--- src/design/rbxs_pkg.sv ---
// rbxs_pkg: shared types and constants for the relative branch xref scanner
// beat structs, configuration struct, architecture and register index codes
`timescale 1ns / 1ps

package rbxs_pkg;

  typedef struct packed {
    logic [7:0] data_byte;
    logic       first_byte;
  } in_beat_t;

  typedef struct packed {
    logic [31:0] match_position;
    logic [31:0] displacement_value;
  } out_beat_t;

  typedef struct packed {
    logic [31:0] target_offset;
    logic [1:0]  arch_mode;
    logic        little_endian;
    logic [31:0] range_limit;
    logic [31:0] scan_start;
    logic [31:0] scan_end;
  } cfg_t;

  // candidate handed from the window stage to the match logic
  typedef struct packed {
    logic [31:0]     pos_i;
    logic [3:0][7:0] win;
  } cand_t;

  localparam int unsigned CFG_IDX_W = 3;

  localparam logic [CFG_IDX_W-1:0] REG_TARGET_OFFSET = 3'd0;
  localparam logic [CFG_IDX_W-1:0] REG_ARCH_MODE     = 3'd1;
  localparam logic [CFG_IDX_W-1:0] REG_LITTLE_ENDIAN = 3'd2;
  localparam logic [CFG_IDX_W-1:0] REG_RANGE_LIMIT   = 3'd3;
  localparam logic [CFG_IDX_W-1:0] REG_SCAN_START    = 3'd4;
  localparam logic [CFG_IDX_W-1:0] REG_SCAN_END      = 3'd5;

  localparam logic [1:0] MODE_PPC = 2'd0;
  localparam logic [1:0] MODE_ARM = 2'd1;
  localparam logic [1:0] MODE_X86 = 2'd2;

  localparam logic [31:0] SCAN_START_RST = 32'd1;
  localparam logic [31:0] SCAN_END_RST   = 32'd2147483647;

  localparam logic [31:0] ARM_PIPE_OFFSET = 32'd8;
  localparam logic [31:0] X86_INSN_LEN    = 32'd5;

endpackage

--- src/design/rbxs_cfg_regs.sv ---
// rbxs_cfg_regs: configuration register file written through the plain write port
// depends on rbxs_pkg
`timescale 1ns / 1ps

module rbxs_cfg_regs (
  input  logic                          clk,
  input  logic                          rst_n,
  input  logic                          cfg_wr_en,
  input  logic [rbxs_pkg::CFG_IDX_W-1:0] cfg_index,
  input  logic [31:0]                   cfg_wdata,
  output rbxs_pkg::cfg_t                cfg
);
  import rbxs_pkg::*;

  cfg_t cfg_r;
  cfg_t cfg_nxt;

  always_comb begin
    cfg_nxt = cfg_r;
    if (cfg_wr_en) begin
      unique case (cfg_index)
        REG_TARGET_OFFSET: cfg_nxt.target_offset = cfg_wdata;
        REG_ARCH_MODE:     cfg_nxt.arch_mode     = cfg_wdata[1:0];
        REG_LITTLE_ENDIAN: cfg_nxt.little_endian = cfg_wdata[0];
        REG_RANGE_LIMIT:   cfg_nxt.range_limit   = cfg_wdata;
        REG_SCAN_START:    cfg_nxt.scan_start    = cfg_wdata;
        REG_SCAN_END:      cfg_nxt.scan_end      = cfg_wdata;
        default:           cfg_nxt = cfg_r;
      endcase
    end
  end

  always_ff @(posedge clk) begin
    if (!rst_n) begin
      cfg_r.target_offset <= '0;
      cfg_r.arch_mode     <= MODE_PPC;
      cfg_r.little_endian <= 1'b0;
      cfg_r.range_limit   <= '0;
      cfg_r.scan_start    <= SCAN_START_RST;
      cfg_r.scan_end      <= SCAN_END_RST;
    end else begin
      cfg_r <= cfg_nxt;
    end
  end

  assign cfg = cfg_r;

endmodule

--- src/design/rbxs_front.sv ---
// rbxs_front: byte window, file position counter and candidate register
// depends on rbxs_pkg
`timescale 1ns / 1ps

module rbxs_front (
  input  logic               clk,
  input  logic               rst_n,
  input  rbxs_pkg::cfg_t     cfg,
  input  logic               in_accept,
  input  rbxs_pkg::in_beat_t in_beat,
  input  logic               take,
  output logic               cand_valid,
  output rbxs_pkg::cand_t    cand
);
  import rbxs_pkg::*;

  logic [3:0][7:0] win_r, win_nxt;
  logic [31:0]     pos_r, pos_nxt;
  logic            cand_valid_r, cand_valid_nxt;
  cand_t           cand_r, cand_nxt;

  logic [31:0] p;
  logic [31:0] lag;
  logic [31:0] minp;
  logic        arch_ok;

  always_comb begin
    p = in_beat.first_byte ? 32'd0 : pos_r;
    unique case (cfg.arch_mode)
      MODE_PPC: begin lag = 32'd3; minp = 32'd3; arch_ok = 1'b1; end
      MODE_ARM: begin lag = 32'd1; minp = 32'd2; arch_ok = 1'b1; end
      MODE_X86: begin lag = 32'd4; minp = 32'd4; arch_ok = 1'b1; end
      default:  begin lag = 32'd0; minp = 32'd0; arch_ok = 1'b0; end
    endcase

    win_nxt        = win_r;
    pos_nxt        = pos_r;
    cand_nxt       = cand_r;
    cand_valid_nxt = cand_valid_r && !take;
    if (in_accept) begin
      win_nxt        = {win_r[2:0], in_beat.data_byte};
      pos_nxt        = p + 32'd1;
      cand_nxt.win   = {win_r[2:0], in_beat.data_byte};
      cand_nxt.pos_i = p - lag;
      cand_valid_nxt = arch_ok && (p >= minp);
    end
  end

  always_ff @(posedge clk) begin
    if (!rst_n) begin
      win_r        <= '0;
      pos_r        <= '0;
      cand_valid_r <= 1'b0;
    end else begin
      win_r        <= win_nxt;
      pos_r        <= pos_nxt;
      cand_valid_r <= cand_valid_nxt;
    end
  end

  always_ff @(posedge clk) begin
    cand_r <= cand_nxt;
  end

  assign cand_valid = cand_valid_r;
  assign cand       = cand_r;

  pos_after_mark: assert property (@(posedge clk) disable iff (!rst_n)
    in_accept && in_beat.first_byte |=> pos_r == 32'd1)
    else $error("position not restarted by first byte mark");

endmodule

--- src/design/rbxs_match.sv ---
// rbxs_match: displacement, range and scan window checks and image compare
// depends on rbxs_pkg; purely combinational
`timescale 1ns / 1ps

module rbxs_match (
  input  rbxs_pkg::cfg_t      cfg,
  input  rbxs_pkg::cand_t     cand,
  output logic                hit,
  output rbxs_pkg::out_beat_t result
);
  import rbxs_pkg::*;

  logic [31:0]     v;
  logic [31:0]     mag;
  logic [31:0]     arm_w;
  logic [31:0]     a;
  logic [3:0][7:0] img;
  logic            in_scan;
  logic            in_range;
  logic            bytes_eq;
  logic [31:0]     delta;

  always_comb begin
    delta    = (cfg.arch_mode == MODE_X86) ? 32'd0 : 32'd1;
    v        = cfg.target_offset - cand.pos_i + delta;
    mag      = v[31] ? (32'd0 - v) : v;
    in_range = (cfg.range_limit == 32'd0) || (mag <= cfg.range_limit);
    in_scan  = (cand.pos_i >= cfg.scan_start) && (cand.pos_i < cfg.scan_end);
    arm_w    = v - ARM_PIPE_OFFSET;

    unique case (cfg.arch_mode)
      MODE_ARM: a = {{2{arm_w[31]}}, arm_w[31:2]};
      MODE_X86: a = v - X86_INSN_LEN;
      default:  a = v;
    endcase

    // img[0] is the first byte of the instruction field
    for (int m = 0; m < 4; m++) begin
      img[m] = cfg.little_endian ? a[8*m +: 8] : a[8*(3-m) +: 8];
    end

    unique case (cfg.arch_mode)
      MODE_PPC: bytes_eq = (cand.win[2] == img[1]) && (cand.win[1] == img[2]) &&
                           (cand.win[0] == img[3]);
      MODE_ARM: bytes_eq = (cand.win[2] == img[0]) && (cand.win[1] == img[1]) &&
                           (cand.win[0] == img[2]);
      MODE_X86: bytes_eq = (cand.win[3] == img[0]) && (cand.win[2] == img[1]) &&
                           (cand.win[1] == img[2]) && (cand.win[0] == img[3]);
      default:  bytes_eq = 1'b0;
    endcase

    hit = in_scan && in_range && bytes_eq;
    result.match_position     = (cfg.arch_mode == MODE_ARM) ? (cand.pos_i - 32'd1)
                                                            : cand.pos_i;
    result.displacement_value = v;
  end

endmodule

--- src/design/relative_branch_xref_scanner_unit.sv ---
// a result beat passes through the candidate register and then the result register after its byte beat is accepted
// throughput: one byte beat per cycle while in_stall is low; candidate register and result register
// form the two stages, so one byte is still taken while a result waits
// reset (rst_n low, synchronous): registers to defaults, window and position
// cleared, both stages emptied
// top level of the relative branch xref scanner; depends on rbxs_pkg and submodules
`timescale 1ns / 1ps

module relative_branch_xref_scanner_unit (
  input  logic                           clk,
  input  logic                           rst_n,
  input  logic                           in_valid,
  output logic                           in_stall,
  input  rbxs_pkg::in_beat_t             in_data,
  output logic                           out_valid,
  input  logic                           out_stall,
  output rbxs_pkg::out_beat_t            out_data,
  input  logic                           cfg_wr_en,
  input  logic [rbxs_pkg::CFG_IDX_W-1:0] cfg_index,
  input  logic [31:0]                    cfg_wdata
);
  import rbxs_pkg::*;

  cfg_t      cfg;
  cand_t     cand;
  logic      cand_valid;
  logic      hit;
  out_beat_t result;
  logic      take;
  logic      in_accept;

  logic      out_valid_r, out_valid_nxt;
  out_beat_t out_data_r, out_data_nxt;

  rbxs_cfg_regs u_cfg (
    .clk       (clk),
    .rst_n     (rst_n),
    .cfg_wr_en (cfg_wr_en),
    .cfg_index (cfg_index),
    .cfg_wdata (cfg_wdata),
    .cfg       (cfg)
  );

  rbxs_front u_front (
    .clk        (clk),
    .rst_n      (rst_n),
    .cfg        (cfg),
    .in_accept  (in_accept),
    .in_beat    (in_data),
    .take       (take),
    .cand_valid (cand_valid),
    .cand       (cand)
  );

  rbxs_match u_match (
    .cfg    (cfg),
    .cand   (cand),
    .hit    (hit),
    .result (result)
  );

  // result register can load when empty or being drained
  assign take      = !out_valid_r || !out_stall;
  assign in_stall  = cand_valid && !take;
  assign in_accept = in_valid && !in_stall;

  always_comb begin
    out_valid_nxt = out_valid_r;
    out_data_nxt  = out_data_r;
    if (take) begin
      out_valid_nxt = cand_valid && hit;
      out_data_nxt  = result;
    end
  end

  always_ff @(posedge clk) begin
    if (!rst_n) begin
      out_valid_r <= 1'b0;
    end else begin
      out_valid_r <= out_valid_nxt;
    end
  end

  always_ff @(posedge clk) begin
    out_data_r <= out_data_nxt;
  end

  assign out_valid = out_valid_r;
  assign out_data  = out_data_r;

  hit_reaches_output: assert property (@(posedge clk) disable iff (!rst_n)
    cand_valid && take && hit |=> out_valid_r)
    else $error("matching candidate lost before result register");

  no_overrun: assert property (@(posedge clk) disable iff (!rst_n)
    out_valid_r && out_stall && cand_valid |-> in_stall)
    else $error("byte beat accepted with both stages full");

  drained_cand: assert property (@(posedge clk) disable iff (!rst_n)
    !in_accept && take |=> !cand_valid)
    else $error("candidate kept after it was consumed");

endmodule
--- config.mk ---
export PLATFORM = sky130hd
export DESIGN_NAME = relative_branch_xref_scanner_unit
export DESIGN_NICKNAME = d
export VERILOG_FILES = /design/src/design/rbxs_pkg.sv /design/src/design/rbxs_cfg_regs.sv /design/src/design/rbxs_front.sv /design/src/design/rbxs_match.sv /design/src/design/relative_branch_xref_scanner_unit.sv
export SDC_FILE = /design/constraint.sdc
export NUM_CORES = 1
export LEC_CHECK = 0
export ABC_AREA = 0
export BUFFER_PORTS_ARGS = -buffer_cell sky130_fd_sc_hd__buf_2
export CAP_MARGIN = 10
export CORE_ASPECT_RATIO = 1.5
export CORE_UTILIZATION = 50
export DETAILED_ROUTE_END_ITERATION = 16
export PLACE_DENSITY = 0.68
export RECOVER_POWER = 100
export SYNTH_ARGS = -nofsm -noshare
export SYNTH_HDL_FRONTEND = slang
export SYNTH_HIERARCHICAL = 1
export SYNTH_SLANG_ARGS = --single-unit
--- constraint.sdc ---
create_clock -name clk -period 10.5 [get_ports clk]
set_input_delay 1.05 -clock clk [delete_from_list [all_inputs] [get_ports clk]]
set_output_delay 1.05 -clock clk [all_outputs]
set_load 0.05 [all_outputs]
# Word-level counts from Yosys, hierarchy flattened

Index checks and enable logic that the tools add are counted.

Register bits after elaboration: 317
Word-level logic and storage cells: 89

Muxes and demuxes: 14
Reductions and logical operators: 30
Eq/ne operators: 14
Order comparisons: 4
Add/subtract/negate cells: 8

Operators with widths:

| kind                                                | count |
|---|---|
| 2-to-1 mux 32 bit                                   | 3 |
| one-hot mux 32 bit (2 select lines)                 | 1 |
| equality test 8 bit                                 | 7 |
| adder 32 x 1 -> 32 bit, second input constant       | 1 |
| adder 32 bit                                        | 1 |
| greater-or-equal comparator 32 x 3 -> 1 bit         | 1 |
| greater-or-equal comparator 32 bit                  | 1 |
| <= comparator 32 bit                                | 1 |
| logical NOT 32 bit                                  | 1 |
| less-than comparator 32 bit                         | 1 |
| 2-to-1 mux 8 bit                                    | 4 |
| subtractor 1 x 32 -> 32 bit, first input constant   | 1 |
| subtractor 32 x 1 -> 32 bit, second input constant  | 1 |
| subtractor 32 x 3 -> 32 bit                         | 1 |
| subtractor 32 x 3 -> 32 bit, second input constant  | 1 |
| subtractor 32 bit                                   | 1 |
| subtractor 32 x 4 -> 32 bit, second input constant  | 1 |
| one-hot mux 3 bit (3 select lines)                  | 2 |
| logical AND 1 bit                                   | 14 |
| AND reduction 2 bit                                 | 6 |
| equality test 3 x 2 -> 1 bit, second input constant | 2 |
| equality test 3 bit, second input constant          | 2 |
| logical NOT 1 bit                                   | 4 |
| equality test 3 x 1 -> 1 bit, second input constant | 1 |
| other kinds (8)                                     | 11 |

# Depth between registers and ports, before layout

Gate-level depths: netlist of run 1.

Depth after elaboration: 13
Mapped depth: 36

# Cells and area by module

The synthesis of run 1 kept the hierarchy.

By module, submodules not included:

| module                            | times used | area an instance (um^2) | cells each |
|---|---|---|---|
| rbxs_match                        | 1          | 10516.3                 | 1550 |
| rbxs_front                        | 1          | 5604.1                  | 551 |
| rbxs_cfg_regs                     | 1          | 5117.4                  | 498 |
| relative_branch_xref_scanner_unit | 1          | 1976.9                  | 70 |

# Least setup slack after synthesis of run 1

Ideal clock, no wire load.

Path kind: register to register
Start: register u_cfg.cfg_r (netlist bit u_cfg/cfg[98])
End: register out_valid_r (netlist: out_valid)
Cell stages (with the launch flop): 35
Period minus slack after synthesis: 6.506 ns
Path buffers: 5
Data arrival time: 6.407 ns
Slack: 3.994 ns
Required time: 10.401 ns
Library setup time: 0.099 ns
Path through: dfxtp_1 -> ha_1 -> clkbuf_1 -> clkbuf_1 -> clkbuf_1 -> nand2_1 -> ha_1 -> nand3_1 -> a21oi_1 -> o211a_1 -> or3_1 -> o2111ai_1 -> mux2i_1 -> or2_2 -> clkbuf_1 -> inv_1 -> clkbuf_1 -> o21ai_0 -> ha_1 -> nor2b_1 -> o21a_1 -> o21a_1 -> o21a_1 -> o21ai_0 -> a21oi_1 -> o21ai_0 -> o2111ai_1 -> a21oi_1 -> and3_1 -> o311ai_0 -> a211oi_2 -> nand4_1 -> o32ai_2 -> nand2_1 -> a21boi_1

RTL lines:

| what                   | line                                    | source |
|---|---|---|
| start, declared        | rbxs_cfg_regs.sv:15                     | `cfg_t cfg_r;` |
| start signal, assigned | rbxs_cfg_regs.sv:42                     | `cfg_r <= cfg_nxt;` |
| end signal, assigned   | relative_branch_xref_scanner_unit.sv:80 | `out_valid_r <= out_valid_nxt;` |
| end, declared          | relative_branch_xref_scanner_unit.sv:32 | `logic out_valid_r, out_valid_nxt;` |

==> flow_summary_export.csv, run 1 <==
group,metric,value,unit
worst_hold_path,hold_path_class,"flop to flop",
synth,most_frequent_cell_after_synthesis,"sky130_fd_sc_hd__nand2_1",
detailed_routing,route.detailed.wl_per_inst,24.5,µm
clocking,post_cts_buffers,0,
finish,final_net_count,2925,
synth,synth_ff_type,"sky130_fd_sc_hd__dfxtp_1",
clocking,post_cts_resize_count,0,
setup_path,crit_family,"compound AO/OA/AOI/OAI gates",
detailed_routing,detail_route.first_pass.iterations,5,
grt,grt_antenna_before_repair,1,
grt,first_global_vias,20000,
setup_path,setup.worst_path.end_class,"flop",
grt,grt_pass1_wl,121,mm
detailed_routing,routed_wirelength,81.1,mm
detailed_routing,detailroute.via_count,20600,
setup_path,worst_setup_path_type,"flop to flop",
sta,slew_violations,542,
synth,synth_warnings,6,
setup_path,timing.critical_path.arrival,8.91,ns
clocking,cts-htree-levels,1,
placed_design,post_dp_hpwl,63.4,mm
clocking,cts.reportedPaths.clkPinSlew,0.07,ns
die,number_of_primary_i_o_pins,115,
detailed_routing,drcViolationCount,0,
sta,min_period,8.43,ns
outcome,failed_checks,"max-capacitance violations, max-slew violations",
flow_run,drv_cap,10,
setup_path,r2r_setup_slack,2.07,ns
clocking,cts_buffers,31,
sta,setup_tns,0,ns
synth,netlist_area,23200,µm²
die,design.core.area,45800,µm²
die,die_height,266,µm
setup_path,startpoint_type,"flop",
placed_design,place.port_buffers,114,
power_and_ir_drop,total_power,3.05,mW
die,fp.dieW,178,µm
sta,grt_setup_unrepaired,"false",
detailed_routing,via_density_per_instance,6.22,
die,die_area,47300,µm²
clocking,clock_insertion_delay_worst_skew,0.61,ns
placed_design,dpl-instance-area,24100,µm²
synth,synth.largest_area_cell,"sky130_fd_sc_hd__edfxtp_1",
grt,grt_max_degree,95,
finish,design_area,25000,µm²
sta,timing_worst_slew_pin_value,3.82,ns
grt,overflow,0,
power_and_ir_drop,vdd.ir_drop.worst,0.000143,V
clocking,number_of_clock_sinks_seen_by_cts,317,
grt,grt_usage,0.341,
sta,relSlewSlack,-1.55,
synth,synthesis.nets,2891,
power_and_ir_drop,cell_leakage_power,10.2,nW
setup_path,crit_required,10.98,ns
synth,postSynthRegisterBits,317,
clocking,cts_hold_repair.buffers,0,
placed_design,routability_driven_placement_congestion_ratio,1.00,
synth,post_synth_most_frequent_cells,"297 x sky130_fd_sc_hd__nand2_1, 189 x sky130_fd_sc_hd__dfxtp_1, 181 x sky130_fd_sc_hd__inv_1, 171 x sky130_fd_sc_hd__ha_1, 171 x sky130_fd_sc_hd__mux2i_1",
die,initial_standard_cell_utilization_of_the_core,0.507,
synth,netlist.area_leader.share,0.166,
sta,fin_worst_skew,0.0164,ns
setup_path,critical-path-slowest-cell,"sky130_fd_sc_hd__or2_0",
outcome,result_of_the_run,"finished, violations left",
setup_path,worst_path_largest_cell_delay,0.85,ns
sta,setup_violations,0,
finish,synthToLayoutAreaGrowth,7.50,%
synth,synth.yosys.seq_area_share,0.329,
sta,timing.final.crit_share,0.803,
finish,post_route_cells_drive_above_1_share,0.0667,
synth,synth_top_cells_by_area,"sky130_fd_sc_hd__edfxtp_1 17%, sky130_fd_sc_hd__dfxtp_1 16%, sky130_fd_sc_hd__ha_1 9.2%",
setup_path,critical_path_buf_inv_count,2,
sta,finalHoldViolations,0,
power_and_ir_drop,power_density,122,nW/µm²
finish,core_util_final,0.545,
clocking,cts_tree,"built",
sta,max_clock_freq,0.119,GHz
synth,netlist_instances,2669,
synth,synthArstFlopShare,0,
setup_path,critical_path.max_fanout,27,
synth,synth-edff-count,128,
clocking,cts_buffer_depth,3,
detailed_routing,postRouteAntennaNets,0,
detailed_routing,drt_first_iter_violations,1531,
clocking,cts_root_buf,"sky130_fd_sc_hd__clkbuf_16",
synth,synth.avg_cell_area,8.70,µm²
die,std_cell_rows,96,
synth,synth_cell_type_count,114,
[cell type report]
class | instances | area, µm²
fill | 4324 | 20800
multi-input combinational | 2022 | 14100
sequential | 317 | 7630
clock buffer | 41 | 907
tap | 588 | 736
inverter | 189 | 714
timing repair buffer | 142 | 639
clock inverter | 17 | 199
antenna | 2 | 5.00
[registers in the layout, summed over array words and instances (netlist names)]
register and cells:
u_front/cand 64, u_cfg/cfg 131, u_front/cand_valid 1, u_front/pos_r 32, out_valid 1, u_front/win_r 24, out_data 64
[final timing paths]
| path | startpoint | end | cells after the start |
|---|---|---|---|
| max | u_cfg/cfg[98] | out_valid | 31 |
| max reg2reg | u_cfg/cfg[98] | out_valid | 31 |
| min | u_front/win_r[23] | u_front/cand[31] | 0 |
| min reg2reg | u_front/win_r[23] | u_front/cand[31] | 0 |
[power breakdown]
part           total, mW  switching, mW  leakage [nW]  internal (mW)
registers           1.34         0.0311          2.74           1.31
logic              0.498          0.336          6.87          0.162
clock network       1.20          0.517         0.540          0.688
[cells by family after synthesis]
family | Yosys count | share of synthesized area
and+or+nand+nor | 978 | 0.220
AOI/OAI and AO/OA | 538 | 0.161
buffers and inverters | 330 | 0.0599
DFF | 317 | 0.329
muxes | 180 | 0.0786
adders and majority gates | 173 | 0.0939
xor gates and xnor gates | 153 | 0.0584
[per-layer routing]
| layer | vias up | track usage | share of wire | wire, µm |
|---|---|---|---|---|
| met3 | 158 | 0.0287 | 0.043 | 3470 |
| met2 | 705 | 0.624 | 0.51 | 41500 |
| met4 | 2 | 0.183 | 0.062 | 5010 |
| met5 | - | 0 | 0.000099 | 8 |
| met1 | 9989 | 0.386 | 0.38 | 31100 |
| li1 | 9771 | - | - | - |
[through the flow]
stage / hold WS (ns) / setup slack [ns] / cells
finish: 0.434 / 2.07 / 3318
CTS: 0.436 / 2.61 / 3316
global placement: 0.414 / 2.94 / 3258
floorplan: 0.408 / 3.99 / 2669
global route: 0.442 / 1.37 / 3316
detailed placement: 0.416 / 2.64 / 3258
[cell usage in the layout (no fill, tap or decap), types with 8 or more instances in the layout]
cell type                     n
sky130_fd_sc_hd__nor3_1      76
sky130_fd_sc_hd__dfxtp_1    189
sky130_fd_sc_hd__or3_1       16
sky130_fd_sc_hd__xor2_1      39
sky130_fd_sc_hd__a211o_1     14
sky130_fd_sc_hd__or2_2       11
sky130_fd_sc_hd__inv_1      183
sky130_fd_sc_hd__o211ai_1    33
sky130_fd_sc_hd__nor4_1      51
sky130_fd_sc_hd__and4_1      21
sky130_fd_sc_hd__o2111ai_1   15
sky130_fd_sc_hd__buf_4       15
sky130_fd_sc_hd__o221ai_1    10
sky130_fd_sc_hd__nand3_1     76
sky130_fd_sc_hd__nand2b_1    18
sky130_fd_sc_hd__and3_1      19
sky130_fd_sc_hd__a211oi_1    20
sky130_fd_sc_hd__nor3_2       8
sky130_fd_sc_hd__clkbuf_16   34
sky130_fd_sc_hd__mux2i_1    171
sky130_fd_sc_hd__xnor2_1    113
sky130_fd_sc_hd__nand4_1     65
sky130_fd_sc_hd__clkbuf_1    91
sky130_fd_sc_hd__a21oi_1    120
sky130_fd_sc_hd__ha_1       171
sky130_fd_sc_hd__a21o_1      38
sky130_fd_sc_hd__o21a_1      19
sky130_fd_sc_hd__o21ai_0     97
sky130_fd_sc_hd__buf_2       40
sky130_fd_sc_hd__nor2b_1     83
sky130_fd_sc_hd__and2_1      11
sky130_fd_sc_hd__nor2_1     165
sky130_fd_sc_hd__a31oi_1     26
sky130_fd_sc_hd__edfxtp_1   128
sky130_fd_sc_hd__o22ai_1      9
sky130_fd_sc_hd__o31ai_1     17
sky130_fd_sc_hd__nand2_1    298
Note: power is estimated with default switching activity, not from simulation.
==> inputs of run 2 (changes only) <==
Settings changed: PLACE_DENSITY 0.68 to 0.71.
Clock period 10.5 ns to 7.1 ns, I/O delays scaled along.
==> flow_summary_export.csv, run 2 (synthesis results as in run 1) <==
group,metric,value,unit
placed_design,post_dp_hpwl,61.8,mm
die,design.core.area,45800,µm²
clocking,cts.reportedPaths.clkPinSlew,0.06,ns
setup_path,r2r_setup_slack,0.35,ns
detailed_routing,route.detailed.wl_per_inst,23.4,µm
sta,setup_violations,0,
placed_design,routability_driven_placement_congestion_ratio,1.04,
sta,max_clock_freq,0.148,GHz
detailed_routing,detail_route.first_pass.iterations,6,
setup_path,timing.critical_path.depth,29,
detailed_routing,via_density_per_instance,6.21,
grt,overflow,0,
clocking,cts_tree,"built",
setup_path,worstReg2RegStart,"u_cfg/cfg[97]",
sta,setup_tns,0,ns
finish,final_net_count,2982,
setup_path,worst_setup_path_type,"flop to flop",
worst_hold_path,hold_path_class,"input port to flop",
outcome,failed_checks,"max-capacitance violations, max-slew violations",
clocking,cts_hold_repair.buffers,0,
grt,grt_usage,0.331,
clocking,cts-htree-levels,2,
clocking,number_of_clock_sinks_seen_by_cts,317,
die,die_area,47300,µm²
power_and_ir_drop,vdd.ir_drop.worst,0.000223,V
worst_hold_path,holdPathStages,1,
grt,grt_antenna_before_repair,0,
setup_path,critPathMostFrequentCell,"sky130_fd_sc_hd__ha_1",
sta,slew_violations,354,
finish,post_route_cells_drive_above_1_share,0.0977,
grt,grt_max_degree,87,
setup_path,endpoint_of_the_most_critical_setup_path,"out_valid",
outcome,result_of_the_run,"finished, violations left",
sta,timing.final.crit_share,0.951,
sta,finalHoldViolations,0,
sta,min_period,6.75,ns
finish,largest_register_ffs,131,
power_and_ir_drop,power_density,176,nW/µm²
flow_run,drv_cap,6,
detailed_routing,drt_first_iter_violations,1654,
setup_path,crit_required,7.57,ns
grt,first_global_vias,20600,
finish,final_common_cell,"sky130_fd_sc_hd__nand2_1",
die,die_height,266,µm
die,number_of_primary_i_o_pins,115,
setup_path,start_point_of_the_critical_path,"u_cfg/cfg[97]",
setup_path,setup.worst_path.end_class,"flop",
detailed_routing,routed_wirelength,78.8,mm
die,std_cell_rows,96,
power_and_ir_drop,total_power,4.50,mW
setup_path,worst_path_largest_cell_delay,0.48,ns
sta,fin_worst_skew,0.0129,ns
setup_path,timing.critical_path.arrival,7.22,ns
setup_path,critical_path.max_fanout,7,
clocking,cts_buffer_depth,3,
clocking,clock_insertion_delay_worst_skew,0.54,ns
detailed_routing,drcViolationCount,0,
clocking,cts_root_buf,"sky130_fd_sc_hd__clkbuf_16",
detailed_routing,detailroute.via_count,20900,
die,initial_standard_cell_utilization_of_the_core,0.507,
sta,timing_worst_slew_pin_value,3.53,ns
finish,synthToLayoutAreaGrowth,9.99,%
setup_path,timing.reg2reg.worst_path_depth,29,
grt,grt_pass1_wl,119,mm
placed_design,place.port_buffers,114,
clocking,cts_buffers,35,
finish,diodes,0,
power_and_ir_drop,cell_leakage_power,10.4,nW
setup_path,critical-path-slowest-cell,"sky130_fd_sc_hd__or4_1",
setup_path,r2r_end,"out_valid",
setup_path,startpoint_type,"flop",
setup_path,critical_path_buf_inv_count,3,
detailed_routing,postRouteAntennaNets,0,
sta,relSlewSlack,-1.35,
setup_path,crit_family,"simple AND/OR/NAND/NOR gates",
die,fp.dieW,178,µm
finish,final_cell_mix,"297 x sky130_fd_sc_hd__nand2_1, 189 x sky130_fd_sc_hd__dfxtp_1, 180 x sky130_fd_sc_hd__inv_1",
[run 2: cell types whose count changed in the layout (fill, tap and decap cells not counted), moves of 4 or more]
cell                       delta
sky130_fd_sc_hd__buf_4       +54
sky130_fd_sc_hd__o211ai_1     -5
sky130_fd_sc_hd__a21oi_1      -4
sky130_fd_sc_hd__o21ai_1      +4
sky130_fd_sc_hd__o21ai_0      -4
[run 2: repair_timing]
action / CTS / global route
setup endpoints to repair: 0 / 1
gates resized for setup: 0 / 28
setup buffers: 0 / 3
[run 2: worst min-delay path by stage]
stage,from,end
after floorplan,u_front/win_r[16],u_front/cand[24]
after CTS,in_data[6],u_front/cand[5]
after detailed placement,u_front/win_r[22],u_front/cand[30]
final,in_data[4],u_front/cand[3]
after global routing,in_data[7],u_front/cand[6]
after global placement,u_front/win_r[22],u_front/cand[30]
[run 2: metrics by stage]
stage                      util  hold WS [ns]  instances  worst slack [ns]  area, µm²
after floorplan               -         0.408       2669             0.594      23200
after global placement    0.534         0.412       3308             0.331      24500
after detailed placement  0.534         0.418       3308            0.0960      24500
after CTS                 0.558         0.329       3370            0.0515      25500
after global routing      0.558         0.341       3373          -0.00728      25500
final                     0.558         0.360       3373             0.348      25500
[run 2: layout make-up]
cell class / instances / area (µm²)
Clock buffer: 47 / 971
Clock inverter: 15 / 116
Fill cell: 4202 / 20200
Inverter: 189 / 718
Multi-Input combinational cell: 2022 / 14300
Sequential cell: 317 / 7630
Tap cell: 588 / 736
Timing Repair Buffer: 195 / 1040
[run 2: routing by layer]
metal	up-vias	global-route usage	wire length [µm]
li1	9901	-	-
met1	10000	0.347	28800
met2	760	0.586	39100
met3	259	0.0454	3950
met4	0	0.264	6980
met5	-	0	0
[run 2: report_power, final]
part | total (mW) | switching [mW] | internal (mW)
registers | 1.98 | 0.0432 | 1.94
clock network | 1.76 | 0.759 | 1.00
logic | 0.760 | 0.498 | 0.262
total | 4.50 | 1.30 | 3.20
